==> config.mk <==
export PLATFORM = sky130hd
export DESIGN_NAME = tmms_cell
export DESIGN_NICKNAME = d
export VERILOG_FILES = /design/src/tmms_pkg.sv /design/src/tmms_cell.sv
export SDC_FILE = /design/constraint.sdc
export NUM_CORES = 1
export LEC_CHECK = 0
export BUFFER_PORTS_ARGS = -buffer_cell sky130_fd_sc_hd__buf_2
export CORE_AREA = 2 2 59 103
export DETAILED_ROUTE_END_ITERATION = 7
export DIE_AREA = 0 0 61 105
export GPL_TIMING_DRIVEN = 0
export HOLD_SLACK_MARGIN = 0.1
export PLACE_DENSITY = 0.69
export SETUP_SLACK_MARGIN = 0.3
export SLEW_MARGIN = 40
export SYNTH_ARGS = -nofsm -noshare
export SYNTH_HDL_FRONTEND = slang
export SYNTH_SLANG_ARGS = --single-unit
export TNS_END_PERCENT = 20
==> constraint.sdc <==
create_clock -name i_clk -period 2.6 [get_ports i_clk]
set_input_delay 0.13 -clock i_clk [delete_from_list [all_inputs] [get_ports i_clk]]
set_output_delay 0.13 -clock i_clk [all_outputs]
set_load 0.05 [all_outputs]
==> src/tmms_pkg.sv <==
// Shared types and constants of the temperature mux median sequencer.
package tmms_pkg;

    localparam int WINDOW_LEN_DEF  = 9;
    localparam int SAMPLE_BITS_DEF = 12;
    localparam int SAMPLE_W        = 12;
    localparam int VALUE_W         = 12;
    localparam int SRC_W           = 2;

    localparam logic [SRC_W-1:0] SRC_MOS1 = 2'd0;
    localparam logic [SRC_W-1:0] SRC_MOS2 = 2'd1;
    localparam logic [SRC_W-1:0] SRC_MOT1 = 2'd2;
    localparam logic [SRC_W-1:0] SRC_MOT2 = 2'd3;

    typedef enum logic [2:0] {
        S_IDLE = 3'b001,
        S_RUN  = 3'b010,
        S_DONE = 3'b100
    } t_state;

    typedef struct packed {
        logic load;   // shift new sample into the selected window, start a pass
        logic run;    // rotate the circulating values one cell
        logic count;  // compare circulating value against own key
        logic motor;  // 0 motor 1 window, 1 motor 2 window
    } t_cell_ctrl;

endpackage

==> src/tmms_cell.sv <==
// One window position of both motor rings plus its rank-count compare cell.
module tmms_cell import tmms_pkg::*; #(
    parameter int ENTRY_W  = SAMPLE_BITS_DEF,
    parameter int CNT_W    = 4,
    parameter int CELL_IDX = 0,
    parameter int MED_RANK = WINDOW_LEN_DEF / 2
) (
    input  logic               i_clk,
    input  logic               i_rst_n,
    input  t_cell_ctrl         i_ctrl,
    input  logic [CNT_W-1:0]   i_step,
    input  logic [ENTRY_W-1:0] i_shift,
    input  logic [ENTRY_W-1:0] i_circ,
    output logic [ENTRY_W-1:0] o_ent,
    output logic [ENTRY_W-1:0] o_circ,
    output logic [ENTRY_W-1:0] o_key,
    output logic               o_hit
);

    logic [ENTRY_W-1:0] r_ent1;
    logic [ENTRY_W-1:0] r_ent2;
    logic [ENTRY_W-1:0] r_key;
    logic [ENTRY_W-1:0] r_circ;
    logic [CNT_W-1:0]   r_cnt;
    logic               below;

    // Equal values rank by position: an earlier cell ranks lower.
    assign below = (r_circ < r_key) ||
                   ((r_circ == r_key) && (i_step <= CNT_W'(CELL_IDX)));

    always_ff @(posedge i_clk) begin
        if (!i_rst_n) begin
            r_ent1 <= '0;
            r_ent2 <= '0;
        end else if (i_ctrl.load) begin
            if (i_ctrl.motor) begin
                r_ent2 <= i_shift;
            end else begin
                r_ent1 <= i_shift;
            end
        end
    end

    always_ff @(posedge i_clk) begin
        if (i_ctrl.load) begin
            r_key  <= i_shift;
            r_circ <= i_shift;
            r_cnt  <= '0;
        end else if (i_ctrl.run) begin
            r_circ <= i_circ;
            if (i_ctrl.count && below) begin
                r_cnt <= r_cnt + 1'b1;
            end
        end
    end

    assign o_ent  = i_ctrl.motor ? r_ent2 : r_ent1;
    assign o_circ = r_circ;
    assign o_key  = r_key;
    assign o_hit  = (r_cnt == CNT_W'(MED_RANK));

endmodule

==> results of run 1 <==
## cell usage after synthesis, types with 3 or more instances
cell type | count | share of area, %
nand2_1 | 53 | 8.2
inv_1 | 15 | 2.3
a21oi_1 | 7 | 1.4
dfxtp_1 | 28 | 23
o21ai_0 | 3 | 0.62
mux2_2 | 24 | 11
a21boi_0 | 24 | 7.4
clkbuf_1 | 9 | 1.4
edfxtp_1 | 24 | 30
ha_1 | 14 | 7.2
## layout make-up
cell class / instances / area share [%]
plain buffers: 9 / 1.06
well taps: 76 / 2.97
clock buffers: 5 / 2.15
multi-input cells: 150 / 35.0
clock inverters: 3 / 1.33
repair buffers: 86 / 15.7
flip-flops and latches: 52 / 40.1
inverters: 15 / 1.76
## final timing paths
path / start / to / slack (ps) / depth (start not counted)
max: o_circ[7]$_DFFE_PP_ / r_cnt[3]$_SDFFE_PP0P_ / 370 / 7
min: i_rst_n / r_ent2[11]$_SDFFE_PN0P_ / 120 / 2
max reg2reg: o_circ[7]$_DFFE_PP_ / r_cnt[3]$_SDFFE_PP0P_ / 370 / 7
min reg2reg: r_ent1[5]$_SDFFE_PN0P_ / r_ent1[5]$_SDFFE_PN0P_ / 460 / 2
## cell families after synthesis
group                    synth area share, %
buffers and inverters                   3.72
multiplexers                            11.2
flip-flops                              52.9
AO/OA/AOI/OAI                           11.4
XOR/XNOR                               0.362
adder cells (fa/ha/maj)                 7.23
AND/OR/NAND/NOR                         13.2
## flip-flops by register name, summed over array words and instances, names as in the netlist
name,count
o_circ,12
r_ent1,12
o_key,12
r_cnt,4
r_ent2,12
## power by group through the flow
| stage | sequential [uW] | clock [uW] | combinational [uW] |
|---|---|---|---|
| 2_1_floorplan | 1090 | 0 | 187 |
| 5_1_grt | 955 | 590 | 503 |
| 3_5_place_dp | 969 | 0 | 437 |
| 6_report | 949 | 541 | 460 |
| 3_3_place_gp | 968 | 0 | 433 |
| 4_1_cts | 950 | 555 | 453 |
## timing repair
item                                   CTS  global route
hold buffers                            12             0
resized for setup                        0             3
setup buffers                            0             4
endpoints found under the hold margin   16             0
setup endpoints to repair                0             2
## cell usage in the layout (no fill, tap or decap), types with 2 or more instances in the layout
cell,instances
nand3_1,2
a21boi_0,24
a21oi_1,6
clkbuf_8,5
dfxtp_1,28
dlygate4sd3_1,12
nand4_1,2
nor2_1,2
nand2_1,53
nor2b_1,2
buf_4,4
or4_1,2
clkbuf_1,9
mux2_2,24
ha_4,4
nand2b_1,2
buf_2,70
inv_1,11
o21ai_0,3
ha_1,10
inv_2,4
edfxtp_1,24
## worst register-to-register path, cell delays in order, from the launching register on
cell and delay [ps]:
edfxtp_1 440, ha_4 300, nand4_1 140, or4_1 560, nor2_2 150, a31oi_4 70, or3_4 410, a21oi_2 110
## metal layers
layer  GRT usage, %  wire length [um]  vias to the layer above
li1               -                 -                      961
met1           20.2              2070                      887
met2           32.6              2980                       53
met3           2.23               188                        8
met4           6.99               119                        0
met5              0                 0                        -
## per-stage QoR
step                      instance area (um^2)  setup WS, ps  hold slack [ps]  util, %
after floorplan                           2470           273              229        -
after global placement                    2920           450              358     52.7
after detailed placement                  2920           406              358     52.7
after CTS                                 3150           367              120     56.8
after global routing                      3200           274              117     57.7
final                                     3200           371              124     57.7
==> reports/metrics.yaml, run 1 <==
cp_data_arrival_time_ps: 2470
syn_to_final_growth_pct: 32.0
clkSlewWorstSetupHoldPaths_ps: 100
worst_skew_pair.late_latency_ps: 300
fp.dieW_um: 61
synth_seq_area_share_pct: 52.9
path_cells: "ha_4 -> nand4_1 -> or4_1 -> nor2_2 -> a31oi_4 -> or3_4 -> a21oi_2"
synth_cells: 226
dr_total_vias: 1909
worst_setup_path_end_kind: "register"
powerDensity_nw_per_um2: 610
synth_area_per_cell_um2: 10.7
synth-edff-count: 24
worst_pin_slew_ps: 603
drtIter0Drc: 50
ys.flop_type: "dfxtp_1"
cts_tree: "yes"
layout.cells.non_filler: 396
fmaxAchievable_mhz: 449
grt_pass1_wl_um: 8670
dpl.hpwl_um: 4120
grt_use_total_pct: 18.0
die_area_um2: 6410
max_stage_delay_ps: 560
critPathTopFamily: "simple AND/OR/NAND/NOR gates"
p_seq_share_pct: 48.7
ir_drop_v: 0.000426
place_congestion: 0.805
rows: 36
root_buffer: "clkbuf_8"
switching_share_pct: 30.2
clkPwrFrac_pct: 27.7
critPathRequiredTime_ps: 2850
fin_skew_ps: 13.6
hold_viol: 0
outcome: "finished clean"
initial_core_util_pct: 43.7
io_buffers: 70
fin_crit_ps: 2230
yosys_warnings: 0
pin_count: 71
crit_type: "register to register"
rsz0062_at_grt: "true"
hold_path_class: "input pin to register"
slew_violations: 0
h-tree-depth: 2
critPathMaxFanout: 7
drt-vias-per-instance: 4.82
period_share_pct: 85.7
layout-drive-gt1-share_pct: 37.8
fin_nets: 367
p_sw_uw: 590
wirelength_um: 5360
ant_nets: 0
regArea_um2: 1280
diodes: 0
avgRoutedWirePerCell_um: 13.5
async_reset_ff_share_pct: 0
die_h_um: 105
core-area_um2: 5540
drv_cap: 0
total_power_uw: 1950
grt-ovfl-total: 0
multi_input_area_um2: 1120
numCtsBuffers: 5
cts_buffer_depth: 2
setup_tns_ps: 0
leakage_uw: 0.00135
antenna_found_initial: 0
cp-start-kind: "register"
syn_area_um2: 2420
internal_power_uw: 1360
clock-sinks: 52
synth_cell_types: 28
setup_violations: 0
cp.buffers_inverters: 0
dp.cells: 372
combPwrFrac_pct: 23.6
grt_pass1_vias: 1945
drc: 0
crit_path_top_delay_cell: "or4_1"
syn_nets: 274
ys_ff_latch: 52
grt_max_degree: 17
fillCellCount: 533
drtPass1Iterations: 4
timing.slew.headroom_pct: 59.8
(Power assumes the default switching activity.)
==> inputs of run 2 (changes only) <==
==> constraint.sdc (replaced) <==
create_clock -name i_clk -period 2.6 [get_ports i_clk]
set_input_delay 0.13 -clock i_clk [delete_from_list [all_inputs] [get_ports i_clk]]
set_output_delay 0.13 -clock i_clk [all_outputs]
set_load 0.02 [all_outputs]
==> reports/metrics.yaml, run 2 (synthesis results as in run 1) <==
final_cell_mix: "buf_2, nand2_1, dfxtp_1"
critPathTopFamily: "simple AND/OR/NAND/NOR gates"
rows: 36  # unchanged
setup_ws_ps: 374  # +2.99 ps
syn_to_final_growth_pct: 29.3
setup_tns_ps: 0  # unchanged
ant_nets: 0  # unchanged
dr_total_vias: 1897  # -0.63%
place_congestion: 0.778  # -3.3%
ir_drop_v: 0.000410  # -3.9%
root_buffer: "clkbuf_8"
fp.dieW_um: 61  # unchanged
worst_setup_path_end_kind: "register"
io_buffers: 70  # unchanged
die_h_um: 105  # unchanged
clock-sinks: 52  # unchanged
cts_tree: "yes"
drtPass1Iterations: 4  # unchanged
drtIter0Drc: 52  # +4.0%
switching_share_pct: 27.4  # -2.8 points
multi_input_area_um2: 1100  # -1.2%
r2r-start: "o_circ[5]$_DFFE_PP_"
powerDensity_nw_per_um2: 550  # -9.8%
crit_type: "register to register"
path_cells: "ha_4 -> nand4_1 -> or4_4 -> nor2_2 -> a31oi_2 -> or3_1 -> a21oi_1"
critPathRequiredTime_ps: 2830  # -20 ps
grt_pass1_vias: 1898  # -2.4%
regArea_um2: 1280  # unchanged
grt_use_total_pct: 17.7  # -0.33 points
critPathMaxFanout: 7  # unchanged
initial_core_util_pct: 43.7  # unchanged
h-tree-depth: 2  # unchanged
avgRoutedWirePerCell_um: 13.2  # -2.4%
rsz0062_at_grt: "false"
crit_path_top_delay_cell: "or4_4"
place_ws_ps: 380  # -26.2 ps
clkPwrFrac_pct: 25.0  # -2.7 points
grt-ovfl-total: 0  # unchanged
pin_count: 71  # unchanged
hold_viol: 0  # unchanged
drt-vias-per-instance: 4.83  # +0.13%
dpl.hpwl_um: 4090  # -0.85%
diodes: 0  # unchanged
cts_buffer_depth: 2  # unchanged
hold_path_class: "input pin to register"
fillCellCount: 517  # -3.0%
core-area_um2: 5540  # unchanged
worst_skew_pair.late_latency_ps: 300  # about the same
grt_max_degree: 17  # unchanged
mostFrequentLayoutCell: "buf_2"
slew_violations: 0  # unchanged
max_stage_delay_ps: 550  # about the same
p_sw_uw: 473  # -20%
timing.slew.headroom_pct: 60.8  # +0.96 points
reg2reg_slack_ps: 370  # about the same
p_seq_share_pct: 55.0  # +6.3 points
worstHoldStart: "i_rst_n"
cp.buffers_inverters: 0  # unchanged
cp-start-kind: "register"
hold_end: "r_ent2[11]$_SDFFE_PN0P_"
internal_power_uw: 1250  # -8.0%
die_area_um2: 6410  # unchanged
wirelength_um: 5190  # -3.1%
combPwrFrac_pct: 20.0  # -3.6 points
drc: 0  # unchanged
r2r_cells: 7  # unchanged
outcome: "finished clean"
total_power_uw: 1720  # -12%
placed_cell_area_um2: 2870  # -1.7%
period_share_pct: 85.6  # -0.11 points
layout-drive-gt1-share_pct: 35.3  # -2.5 points
setup_violations: 0  # unchanged
fin_crit_ps: 2230  # -2.99 ps
final_area_um2: 3130  # -2.0%
leakage_uw: 0.00133  # -1.5%
whs_path_depth: 2  # unchanged
fin_nets: 364  # -0.82%
timing.rr.end: "r_cnt[2]$_SDFFE_PP0P_"
cp_data_arrival_time_ps: 2450  # -20 ps
fmaxAchievable_mhz: 449  # +0.13%
antenna_found_initial: 0  # unchanged
fin_skew_ps: 3.55  # -10.1 ps
worst_pin_slew_ps: 589  # -14.3 ps
numCtsBuffers: 5  # unchanged
clkSlewWorstSetupHoldPaths_ps: 90  # about the same
drv_cap: 0  # unchanged
grt_pass1_wl_um: 8520  # -1.8%
## run 2: worst reg2reg max path: stages, from the launching register on
cell	delay [ps]
edfxtp_1	450
ha_4	300
nand4_1	170
or4_4	550
nor2_2	120
a31oi_2	90
or3_1	350
a21oi_1	140
## run 2: power groups by stage
stage	combinational (uW)	clock (uW)	sequential [uW]
floorplan	154	0	1010
global placement	312	0	964
detailed placement	319	0	965
CTS	334	444	946
global route	384	471	957
finish	345	430	948
## run 2: worst max-delay path by stage
stage,from,to,slack [ps],depth (start not counted)
6_report,o_circ[5]$_DFFE_PP_,r_cnt[2]$_SDFFE_PP0P_,370,7
5_1_grt,o_circ[5]$_DFFE_PP_,r_cnt[2]$_SDFFE_PP0P_,300,7
4_1_cts,o_circ[10]$_DFFE_PP_,r_cnt[3]$_SDFFE_PP0P_,350,7
3_5_place_dp,o_circ[10]$_DFFE_PP_,r_cnt[3]$_SDFFE_PP0P_,380,7
3_3_place_gp,o_circ[7]$_DFFE_PP_,r_cnt[3]$_SDFFE_PP0P_,400,7
2_1_floorplan,o_circ[10]$_DFFE_PP_,r_cnt[3]$_SDFFE_PP0P_,390,7
## run 2: layout make-up
cell class | instances | area share [%]
Timing Repair Buffer | 83 | 15.3
Clock buffer | 5 | 2.20
Inverter | 15 | 1.80
Buffer | 9 | 1.08
Multi-Input combinational cell | 150 | 35.3
Tap cell | 76 | 3.04
Clock inverter | 3 | 0.439
Sequential cell | 52 | 40.9
## run 2: routing by layer
metal / wire, um / GRT usage, % / up-vias / part of all wire [%]
met3: 196 / 2.60 / 12 / 3.8
met1: 1940 / 19.3 / 872 / 37
met5: 0 / 0 / - / 0
met2: 2880 / 31.5 / 52 / 55
met4: 178 / 8.39 / 0 / 3.4
li1: - / - / 961 / -
## run 2: repair_timing
item	in CTS	in global routing
endpoints found under the setup margin	0	2
setup buffers	0	1
hold buffers	12	0
endpoints found under the hold margin	14	0
resized for setup	0	5
## run 2: metrics by stage
step	std cells	hold WS, ps	util [%]
floorplan	226	229	-
global placement	372	351	51.8
detailed placement	372	352	51.8
CTS	392	116	55.4
global route	393	120	56.5
finish	393	118	56.5
